**config.mk**
```make
export PLATFORM = sky130hd
export DESIGN_NAME = sdtq_cell
export DESIGN_NICKNAME = d
export VERILOG_FILES = /design/src/rtl/core/sdtq_pkg.sv /design/src/rtl/core/sdtq_cell.sv
export SDC_FILE = /design/constraint.sdc
export NUM_CORES = 1
export LEC_CHECK = 0
export BUFFER_PORTS_ARGS = -buffer_cell sky130_fd_sc_hd__buf_4
export CORE_AREA = 2 2 169 171
export DETAILED_ROUTE_END_ITERATION = 8
export DIE_AREA = 0 0 171 173
export GPL_TIMING_DRIVEN = 0
export SETUP_SLACK_MARGIN = 0.3
export SLEW_MARGIN = 5
export SYNTH_ARGS = -nofsm -noshare
export SYNTH_HDL_FRONTEND = slang
export SYNTH_SLANG_ARGS = --single-unit
```
**constraint.sdc**
```tcl
create_clock -name clk -period 5.8 [get_ports clk]
set_input_delay 0.29 -clock clk [delete_from_list [all_inputs] [get_ports clk]]
set_output_delay 0.29 -clock clk [all_outputs]
set_load 0.05 [all_outputs]
```
**src/rtl/core/sdtq_pkg.sv**
```systemverilog
// ---------------------------------------------------------------------------
// sdtq_pkg: shared types and constants of the sorted deadline timer queue
// Field widths, command and result codes, and the cell entry record.
// ---------------------------------------------------------------------------
`default_nettype none
package sdtq_pkg;

	localparam int CAPACITY_DEF = 16;
	localparam int MIN_DUR_W    = 20;
	localparam int OVERDUE_W    = 16;
	localparam int CFG_W        = 20;
	localparam int CFG_IDX_W    = 1;
	localparam logic [19:0] MIN_DUR_RST = 20'd1000;
	localparam logic [15:0] OVERDUE_RST = 16'd10;

	localparam logic [1:0] KIND_TICK  = 2'd0;
	localparam logic [1:0] KIND_ADD   = 2'd1;
	localparam logic [1:0] KIND_DEL   = 2'd2;
	localparam logic [1:0] KIND_QUERY = 2'd3;

	localparam logic [1:0] RES_EXPIRED  = 2'd0;
	localparam logic [1:0] RES_INTERVAL = 2'd1;
	localparam logic [1:0] RES_STATUS   = 2'd2;

	localparam logic [1:0] ST_OK      = 2'd0;
	localparam logic [1:0] ST_FULL    = 2'd1;
	localparam logic [1:0] ST_NOMATCH = 2'd2;

	localparam logic CFG_MIN_DUR = 1'b0;
	localparam logic CFG_OVERDUE = 1'b1;

	// One timer as held in a cell
	typedef struct packed {
		logic [31:0] deadline;
		logic [30:0] duration;
		logic [7:0]  owner;
		logic [31:0] tag;
		logic        periodic;
	} entry_t;

	// Broadcast command from the controller to every cell
	typedef struct packed {
		logic   ins;      // insert ent at sorted position
		logic   del;      // remove the first matching cell
		logic   pop;      // remove the head cell
		entry_t ent;
	} cell_cmd_t;

	// a is not later than b in modular time
	function automatic logic not_later(input logic [31:0] a, input logic [31:0] b);
		logic [31:0] d;
		d = b - a;
		return ~d[31];
	endfunction

endpackage
`default_nettype wire

```
**src/rtl/core/sdtq_cell.sv**
```systemverilog
// ---------------------------------------------------------------------------
// sdtq_cell: one slot of the sorted timer chain
// Holds one entry and shifts toward the head or tail with its neighbors.
// ---------------------------------------------------------------------------
`default_nettype none
module sdtq_cell (
	input  wire                   clk,
	input  wire                   arst_n,
	input  sdtq_pkg::cell_cmd_t   cmd,
	input  sdtq_pkg::entry_t      prev_ent,    // cell toward the head
	input  wire                   prev_valid,
	input  wire                   prev_later,  // prev cell holds a later deadline
	input  wire                   prev_hit,    // a cell ahead matches the delete key
	input  sdtq_pkg::entry_t      next_ent,    // cell toward the tail
	input  wire                   next_valid,
	output sdtq_pkg::entry_t      ent,
	output logic                  valid,
	output logic                  later,
	output logic                  hit_out
);

	sdtq_pkg::entry_t ent_q;
	logic             valid_q;
	logic             hit;

	// new entry goes before this one when this deadline is strictly later
	assign later   = valid_q & ~sdtq_pkg::not_later(ent_q.deadline, cmd.ent.deadline);
	assign hit     = valid_q & (ent_q.owner == cmd.ent.owner)
	                 & (ent_q.duration == cmd.ent.duration);
	assign hit_out = prev_hit | hit;
	assign ent     = ent_q;
	assign valid   = valid_q;

	// hold valid flag; an insert fills the first empty cell behind the tail
	always_ff @(posedge clk or negedge arst_n) begin
		if (!arst_n) begin
			valid_q <= 1'b0;
		end else if (cmd.ins) begin
			valid_q <= valid_q | prev_valid;
		end else if (cmd.pop || (cmd.del && (prev_hit || hit))) begin
			valid_q <= next_valid;
		end
	end

	// shift payload
	always_ff @(posedge clk) begin
		if (cmd.ins) begin
			if (prev_later) ent_q <= prev_ent;
			else if (later || !valid_q) ent_q <= cmd.ent;
		end else if (cmd.pop || (cmd.del && (prev_hit || hit))) begin
			ent_q <= next_ent;
		end
	end

endmodule
`default_nettype wire

```
==> results of run 1 <==
[placed cells by master, fill, tap and decap left out, types with 2 or more instances in the layout]
| cell | n |
|---|---|
| clkbuf_1 | 27 |
| nand4_1 | 15 |
| clkinv_4 | 2 |
| nand3_1 | 3 |
| nor2_1 | 109 |
| nand2_1 | 9 |
| buf_16 | 2 |
| xnor2_1 | 41 |
| ha_1 | 30 |
| o21ai_0 | 3 |
| nor4_1 | 2 |
| a21oi_1 | 117 |
| inv_1 | 31 |
| clkbuf_16 | 9 |
| mux2i_1 | 104 |
| buf_2 | 11 |
| bufinv_16 | 2 |
| edfxtp_1 | 104 |
| buf_4 | 425 |
| a21o_1 | 2 |
[routing by layer]
metal  GRT usage (%)  part of all wire, %  vias to the layer above
met5               0                    0                        -
met4            4.27                  1.7                        0
met3            4.92                  7.7                       28
met2            31.2                   50                      288
met1            21.4                   41                     2945
li1                -                    -                     3120
[synthesized netlist by cell type]
master,instances
a21oi_1,117
nor2_1,109
edfxtp_1,104
mux2i_1,104
xnor2_1,41
inv_1,31
ha_1,30
clkbuf_1,25
nand4_1,15
buf_2,11
nand2_1,9
nand3_1,3
o21ai_0,3
a21o_1,2
nor4_1,2
a211o_1,1
a211oi_1,1
a211oi_2,1
a21oi_2,1
a221oi_1,1
a31o_2,1
a31oi_1,1
and2_1,1
dfrtp_1,1
nand2b_1,1
nand3b_1,1
nor3_1,1
o211ai_1,1
o21a_1,1
o21ai_1,1
o21ba_1,1
o32a_1,1
[worst register-to-register path, delay by kind of cell, from the launching register on]
kind	cells	cell delay, ns
flops	1	0.40
xor+xnor	1	0.20
fa+ha+maj	1	0.23
compound gates	6	1.37
buf+inv	2	0.36
[state kept, by name, indices dropped and copies added (netlist names)]
signal and count:
ent 104, valid 1
[worst max path at each step]
stage / start / slack (ns) / end
floorplan: ent[74] / 0.94 / ent[0]
global placement: cmd[74] / -0.50 / ent[70]
detailed placement: cmd[74] / 2.82 / ent[69]
CTS: ent[74] / 2.80 / later
global route: ent[74] / 2.70 / later
finish: ent[74] / 2.85 / later
[power by group]
group          switching (uW)  total [uW]  internal (uW)
registers                50.9        1010            957
logic                     636        1030            397
clock network             300         693            394
total                     986        2730           1750
[through the flow]
stage          hold WS [ns]  total power [uW]
2_1_floorplan      -0.00559              1620
3_3_place_gp         0.0668              2060
3_5_place_dp         0.0672              2070
4_1_cts               0.178              2770
5_1_grt               0.183              2860
6_report              0.197              2730
[cell families (layout without fill, tap and decap cells)]
kind of cell	after synthesis	in the layout	share of synthesized area [%]
simple gates	142	142	9.07
compound gates	134	134	11.0
flops	105	105	48.5
mux	104	104	16.0
buf+inv	67	511	4.08
xor+xnor	41	41	5.53
fa+ha+maj	30	30	5.78
[final cells by class]
| cell class | count | area (sq um) | area share [%] |
|---|---|---|---|
| Multi-Input combinational cell | 451 | 3090 | 29.3 |
| Sequential cell | 105 | 3150 | 29.8 |
| Timing Repair Buffer | 428 | 3260 | 30.8 |
| Tap cell | 378 | 473 | 4.48 |
| Buffer | 36 | 149 | 1.41 |
| Clock buffer | 12 | 246 | 2.34 |
| Clock inverter | 4 | 77.6 | 0.735 |
| Inverter | 31 | 116 | 1.10 |
==> reports/results.ini, run 1 <==
[critical_path]
regToRegSetupSlack_ns=2.87
crit_path_end_kind=output pin
r2r_start=ent[74]
slowest_delay_ns=0.40
cp_num_buf_inv=2
slowest_stage=edfxtp_1
path_delay_family=compound AO/OA/AOI/OAI gates
worst_ep_required_time_ns=5.51
cp.arrival_ns=2.66
worst-path-stages=10
crit_chain=inv_1, ha_1, a21o_1, a31oi_1, o21ai_1, a211o_1, a21oi_2, xnor2_1, and2_1, buf_4
r2r_cells=10
crit_fanout=2
worstSetupPathType=flop to output pin
r2r_end=ent[66]
start_kind=flop

[timing]
hold_violations=0
fin_setup_tns_ns=0
worst_slack_ns=2.85
fin_crit_sh_pct=50.9
skew_ns=0.0250
period_minus_slack_ns=2.95
slew_headroom_pct=42.2
setup_violations=0
maxSlewViolCount=0
grt_setup_unrepaired=no
fmax_ghz=0.339
worstMarginPinSlew_ns=0.867

[place]
place_hpwl_um=22200
dpl_worst_slack_ns=2.82
placed_cells=1428
portBuffers=425
gp_congestion=0.870
detailed_place.area_sq_mm=0.0102

[cts]
htreeDepth=3
cts_tree=built
clkSinkCount=105
clk_pin_slew_worst_paths_ns=0.08
cts_resized=0
root_buffer=clkbuf_16
numCtsBuffers=9
post-cts-setup-buffers=0
cts_buffer_depth=2
clock_latency_ns=0.36
cts_hold_buffers=1

[global_routing]
grt_pass1_wl_um=39500
antenna_found_initial=0
grt_usage_pct=17.8
grt_pass1_vias=6730
grt_max_degree=51
overflow=0

[layout]
syn_to_final_growth_pct=62.5
design_area_sq_mm=0.0106
antenna_cells=0
final_core_util_pct=38.2
finalNetCount=1413
fillers=2838
drive_gt1_share_pct=42.7
fin_cells=1445

[power_and_ir_drop]
irDropWorstVdd_v=0.000131
p_leak_uw=0.00492
pwr_density_cell_mw_per_mm2=259

[route]
wl_per_cell_um=18.8
drt_iter0_markers=318
ant_nets=0
viasPerCell=4.42
num_vias=6381
first_pass_iters=4
wl_um=27200
drc=0

[floorplan]
core_sq_mm=0.0276
die_x_um=171
dieArea_sq_mm=0.0296
initial_utilization_pct=23.5
die_h_um=173
ios=428
rows=61

[yosys]
synthCells=623
ys_warn_count=0
syn_nets=974
synth_area_sq_mm=0.00649
yosysTopAreaCell=edfxtp_1
netlist.area_leader.share_pct=48.1
ys_seq_area_share_pct=48.5
syn_area_per_cell_sq_um=10.4
ys_types=32
synth_seq_cells=105
synthTopCellsByArea=edfxtp_1 (48%), mux2i_1 (16%), a21oi_1 (9.0%), nor2_1 (6.3%), ha_1 (5.8%)

[hold_path]
hold_depth=2
hp-class=input pin to flop
min_from=next_valid
min_to=valid

[flow_run]
drv_cap=0

[status]
status=complete, no violations

Note: power is estimated with default switching activity, not from simulation.
==> run 2: changes to the inputs <==
--- a/config.mk
+++ b/config.mk
@@ -5,10 +5,11 @@
 export SDC_FILE = /design/constraint.sdc
 export NUM_CORES = 1
 export LEC_CHECK = 0
+export ABC_AREA = 1
 export BUFFER_PORTS_ARGS = -buffer_cell sky130_fd_sc_hd__buf_4
-export CORE_AREA = 2 2 169 171
+export CORE_AREA = 2 2 164 166
 export DETAILED_ROUTE_END_ITERATION = 8
-export DIE_AREA = 0 0 171 173
+export DIE_AREA = 0 0 166 168
 export GPL_TIMING_DRIVEN = 0
 export SETUP_SLACK_MARGIN = 0.3
 export SLEW_MARGIN = 5
==> constraint.sdc (replaced) <==
create_clock -name clk -period 2.4 [get_ports clk]
set_input_delay 0.12 -clock clk [delete_from_list [all_inputs] [get_ports clk]]
set_output_delay 0.12 -clock clk [all_outputs]
set_load 0.05 [all_outputs]
==> reports/results.ini, run 2 <==
[status]
status=complete, no violations

[layout]
largest_register_ffs=104
syn_to_final_growth_pct=64.6
final_core_util_pct=42.6
final_cell_mix=buf_4 (442), nand2_1 (211), nor2_1 (134)
finalNetCount=1706
drive_gt1_share_pct=36.9
layout_commonest_cell=buf_4

[power_and_ir_drop]
power_uw=6630
p_int_uw=4150
pwr_density_cell_mw_per_mm2=591
pwr-share-comb_pct=39.4
switching_power_uw=2480
power.share.sequential_pct=36.6
p_leak_uw=0.00546
irDropWorstVdd_v=0.000382
switching_share_pct=37.4
clkPwrFrac_pct=24.0

[place]
portBuffers=425
place_hpwl_um=23600
gp_congestion=0.900

[floorplan]
core_sq_mm=0.0264
die_h_um=168
die_x_um=166
ios=428
dieArea_sq_mm=0.0279
initial_utilization_pct=25.9
rows=60

[yosys]
synth.most_common_cell=nand2_1
synthTopCellsByArea=edfxtp_1 (46%), nand2_1 (12%), o21ai_1 (8.0%), o21ai_0 (7.9%), nor2_1 (7.5%)
ys_types=28
yosys-top-cells-count=nand2_1 (215), nor2_1 (137), o21ai_1 (109), o21ai_0 (107), edfxtp_1 (104)
syn_area_per_cell_sq_um=7.63
yosysTopAreaCell=edfxtp_1
synth_edf_count=104
ys_seq_area_share_pct=46.1
netlist.area_leader.share_pct=45.8
synth_seq_cells=105
synthCells=894
async_flop_share_pct=0.952
synth_ff_type=edfxtp_1
synth_area_sq_mm=0.00682
ys_warn_count=0
syn_nets=1245

[global_routing]
grt_usage_pct=20.5
overflow=0
grt_pass1_vias=7586
antenna_found_initial=4
grt_pass1_wl_um=43900
grt_max_degree=19

[critical_path]
crit_fanout=9
r2r_cells=13
cp.arrival_ns=2.47
worst_ep_required_time_ns=2.52
regToRegSetupSlack_ns=0.05
critPathMostFrequentCell=nand2_2
r2r_start=ent[100]
crit_chain=inv_2, ha_4, nand2_2, nor2_2, nand4_1, a21oi_1, nor2_1, nand3b_1, nand3_1, nand2_2, clkinvlp_4, buf_12, bufbuf_16
worstSetupPathType=flop to flop
slowest_delay_ns=0.38
r2r_end=ent[59]
slowest_stage=edfxtp_1
start_kind=flop
crit_path_end_kind=flop

[cts]
clock_latency_ns=0.36
numCtsBuffers=9
clk_pin_slew_worst_paths_ns=0.09
root_buffer=clkbuf_16
clkSinkCount=105
cts_buffer_depth=2
cts_tree=built
htreeDepth=3

[route]
num_vias=7835
ant_nets=0
wl_um=29800
wl_per_cell_um=17.5
viasPerCell=4.60
first_pass_iters=5
drc=0
drt_iter0_markers=416

[flow_run]
drv_cap=0

[timing]
period_minus_slack_ns=2.35
skew_ns=0.0233
worstMarginPinSlew_ns=0.665
hold_violations=0
finalHoldWorstSlack_ns=0.0392
setup_violations=0
grt_setup_unrepaired=yes
fin_crit_sh_pct=97.7
slew_headroom_pct=55.7
maxSlewViolCount=0
fmax_ghz=0.426

[hold_path]
hold_depth=3
hp-class=input pin to flop
min_from=next_ent[48]
min_to=ent[48]

[run 2: cell types whose count changed after synthesis, moves of 59 or more]
cell,change
o21ai_0,+104
o21ai_1,+108
inv_1,+59
a21oi_1,-102
mux2i_1,-104
nand2_1,+206
[run 2: what timing repair did]
item                                    in CTS  in global routing
resized for setup                           18                  7
buffers inserted                            11                  4
gates cloned                                 7                  0
endpoints found under the hold margin        1                  0
endpoints found under the setup margin     106                105
pin swaps                                    4                  2
hold buffers                                 1                  0
[run 2: per-stage QoR]
stage | TNS, ns | instances | area [sq um] | worst slack (ns)
after detailed placement | -62.60 | 1662 | 10500 | -0.678
final | 0 | 1704 | 11200 | 0.0542
after global placement | -219.98 | 1660 | 10400 | -2.12
after global routing | -5.15 | 1704 | 11200 | -0.0952
after floorplan | -129.84 | 894 | 6830 | -1.25
after CTS | 0 | 1697 | 11200 | 0.0457
[run 2: power by group through the flow]
stage / clock [uW] / sequential (uW) / combinational (uW)
finish: 1590 / 2430 / 2610
global route: 1700 / 2460 / 2810
CTS: 1640 / 2430 / 2620
detailed placement: 0 / 2470 / 2450
global placement: 0 / 2480 / 2430
floorplan: 0 / 3230 / 635
[run 2: final cells by class]
cell class	count	area, sq um
fillers	2764	15100
repair buffers	449	3600
multi-input cells	650	3160
flip-flops and latches	105	3150
well taps	341	427
inverters	94	357
clock buffers	10	229
plain buffers	45	218
clock inverters	6	75.1
repair inverters	1	7.51
diodes	3	7.51
[run 2: worst max-delay path by stage]
stage / startpoint / end / slack (ns) / cells past startpoint
floorplan: ent[98] / ent[0] / -1.25 / 11
global placement: ent[102] / ent[55] / -2.12 / 11
detailed placement: ent[102] / ent[22] / -0.68 / 12
CTS: ent[100] / ent[59] / 0.05 / 13
global route: ent[99] / ent[59] / -0.1 / 13
finish: ent[100] / ent[59] / 0.05 / 13
[run 2: kinds of logic (layout without fill, tap and decap cells)]
logic type	Yosys count	after routing	share of synthesized area (%)
other	0	3	0
AO/OA/AOI/OAI	235	235	17.4
adder cells (fa/ha/maj)	30	30	5.50
AND/OR/NAND/NOR	376	376	21.5
XOR/XNOR	9	9	1.16
buffers and inverters	139	605	8.36
flip-flops	105	105	46.1
[run 2: routing by layer]
| layer | vias up | part of all wire (%) | global-route usage [%] |
|---|---|---|---|
| li1 | 3887 | - | - |
| met1 | 3565 | 39 | 24.4 |
| met2 | 358 | 51 | 36.9 |
| met3 | 23 | 8.1 | 5.62 |
| met4 | 2 | 1.3 | 4.80 |
| met5 | - | 0.017 | 0 |
[run 2: worst max-delay path: cells and delay by family, from the launching register on]
kind                     cells  cell delay, ns
AO/OA/AOI/OAI                1            0.17
adder cells (fa/ha/maj)      1            0.26
buffers and inverters        4            0.60
flip-flops                   1            0.38
AND/OR/NAND/NOR              7            0.69
==> run 3: changes to the inputs <==
--- a/config.mk
+++ b/config.mk
@@ -7,10 +7,14 @@
 export LEC_CHECK = 0
 export ABC_AREA = 1
 export BUFFER_PORTS_ARGS = -buffer_cell sky130_fd_sc_hd__buf_4
-export CORE_AREA = 2 2 164 166
+export CELL_PAD_IN_SITES_DETAIL_PLACEMENT = 2
+export CELL_PAD_IN_SITES_GLOBAL_PLACEMENT = 2
+export CORE_MARGIN = 2
+export CORE_UTILIZATION = 20
+export CTS_CLUSTER_DIAMETER = 80
 export DETAILED_ROUTE_END_ITERATION = 8
-export DIE_AREA = 0 0 166 168
 export GPL_TIMING_DRIVEN = 0
+export PLACE_DENSITY_LB_ADDON = 0.1
 export SETUP_SLACK_MARGIN = 0.3
 export SLEW_MARGIN = 5
 export SYNTH_ARGS = -nofsm -noshare
==> reports/results.ini, run 3 (synthesized netlist as in run 2, its figures left out) <==
[global_routing]
overflow=0
antenna_found_initial=1
grt_usage_pct=20.1
grt_max_degree=17
grt_pass1_wl_um=53300
grt_pass1_vias=8699

[layout]
design_area_sq_mm=0.0114
drive_gt1_share_pct=37.7
layout_commonest_cell=buf_4
largest_register_ffs=104
fillers=3915
finalNetCount=1707
final_cell_mix=buf_4 (439), nand2_1 (209), nor2_1 (131)
syn_to_final_growth_pct=67.5

[hold_path]
min_from=cmd[105]
hold_depth=4
min_to=valid
hp-class=input pin to flop

[cts]
cts_tree=built
clkSinkCount=105
root_buffer=clkbuf_16
clk_pin_slew_worst_paths_ns=0.07
numCtsBuffers=9
htreeDepth=3
clock_latency_ns=0.37
cts_buffer_depth=2

[critical_path]
regToRegSetupSlack_ns=0.002
cp.arrival_ns=2.53
r2r_start=ent[100]
r2r_end=ent[62]
r2r_cells=13
crit_path_end_kind=flop
crit_fanout=8
worstSetupPathType=flop to flop
worst_ep_required_time_ns=2.53
start_kind=flop

[power_and_ir_drop]
pwr_density_cell_mw_per_mm2=581
irDropWorstVdd_v=0.000359
p_leak_uw=0.00545
power_uw=6630

[status]
status=complete, no violations

[timing]
finalHoldWorstSlack_ns=0.0296
slew_headroom_pct=56.7
worst_slack_ns=0.00217
fmax_ghz=0.417
period_minus_slack_ns=2.40
fin_crit_sh_pct=99.9
skew_ns=0.00844
worstMarginPinSlew_ns=0.650
grt_setup_unrepaired=yes
setup_violations=0
hold_violations=0
maxSlewViolCount=0

[route]
drc=0
wl_um=36700
ant_nets=0
wl_per_cell_um=20.3
first_pass_iters=4
num_vias=7961
drt_iter0_markers=180
viasPerCell=4.40

[place]
place_hpwl_um=29100
gp_congestion=0.752
detailed_place.area_sq_mm=0.0106
dpl_worst_slack_ns=-0.710
portBuffers=425

[floorplan]
die_x_um=189
initial_utilization_pct=20.3
die_h_um=189
dieArea_sq_mm=0.0356
rows=67
ios=428
core_sq_mm=0.0335

[flow_run]
drv_cap=0

==> run 3: cell types whose count changed in the layout (fill, tap and decap cells not counted), moves of 3 or more <==
cell	previous run	this run
ha_4	2	5
nor2_1	134	131
ha_1	28	25
inv_2	5	8
inv_1	88	85
a21oi_1	13	10
buf_4	442	439
clkbuf_16	10	14
==> run 3: critical path: stages (launching register included) <==
cell        delay, ns
edfxtp_1         0.39
inv_2            0.06
ha_4             0.26
nand2_2          0.06
nor2_4           0.11
nand4_1          0.17
nor2_1           0.18
nand2_2          0.07
nand3b_1         0.13
nand3_2          0.10
nand2_2          0.10
clkinvlp_4       0.16
buf_12           0.19
clkbuf_16        0.17
==> run 3: metrics by stage <==
stage,utilization (%),TNS [ns],instances
after floorplan,-,-129.84,894
final,34.1,0,1809
after global routing,34.1,-11.96,1809
after detailed placement,31.7,-53.29,1770
after CTS,33.1,-3.11,1798
after global placement,31.5,-256.58,1767
==> run 3: layout make-up <==
type	count	area, sq um	area share, %
Timing Repair Buffer	450	3640	31.9
Multi-Input combinational cell	650	3240	28.3
Sequential cell	105	3150	27.6
Tap cell	448	561	4.91
Inverter	94	357	3.12
Clock buffer	11	233	2.04
Buffer	45	218	1.91
Clock inverter	4	21.3	0.186
Timing Repair inverter	1	7.51	0.0657
Antenna cell	1	2.50	0.0219
==> run 3: layer usage <==
layer,share of wire (%),GRT usage [%],up-vias
met4,1.1,3.73,0
met2,51,36.7,271
met1,40,23.0,3793
met3,7.5,6.33,19
li1,-,-,3878
met5,0,0,-
==> run 3: timing repair <==
action	in CTS	in global routing
endpoints found under the setup margin	105	106
endpoints found under the hold margin	1	0
pin swaps	5	12
buffers inserted	8	5
hold buffers	1	0
gates cloned	4	5
gates resized for setup	18	34
==> run 3: worst max path at each step <==
stage / from / endpoint / slack (ns) / cells after the start
floorplan: ent[98] / ent[0] / -1.25 / 11
global placement: ent[100] / ent[22] / -2.48 / 11
detailed placement: ent[101] / ent[21] / -0.71 / 13
CTS: ent[98] / later / -0.08 / 10
global route: ent[101] / ent[62] / -0.15 / 13
finish: ent[100] / ent[62] / 0.002 / 13
==> run 3: report_power, final <==
group	leakage [uW]	internal (uW)	switching (uW)	total [uW]
logic	0.00424	1050	1670	2730
registers	0.00109	2300	127	2430
clock network	0.000124	697	782	1480
total	0.00545	4050	2580	6630
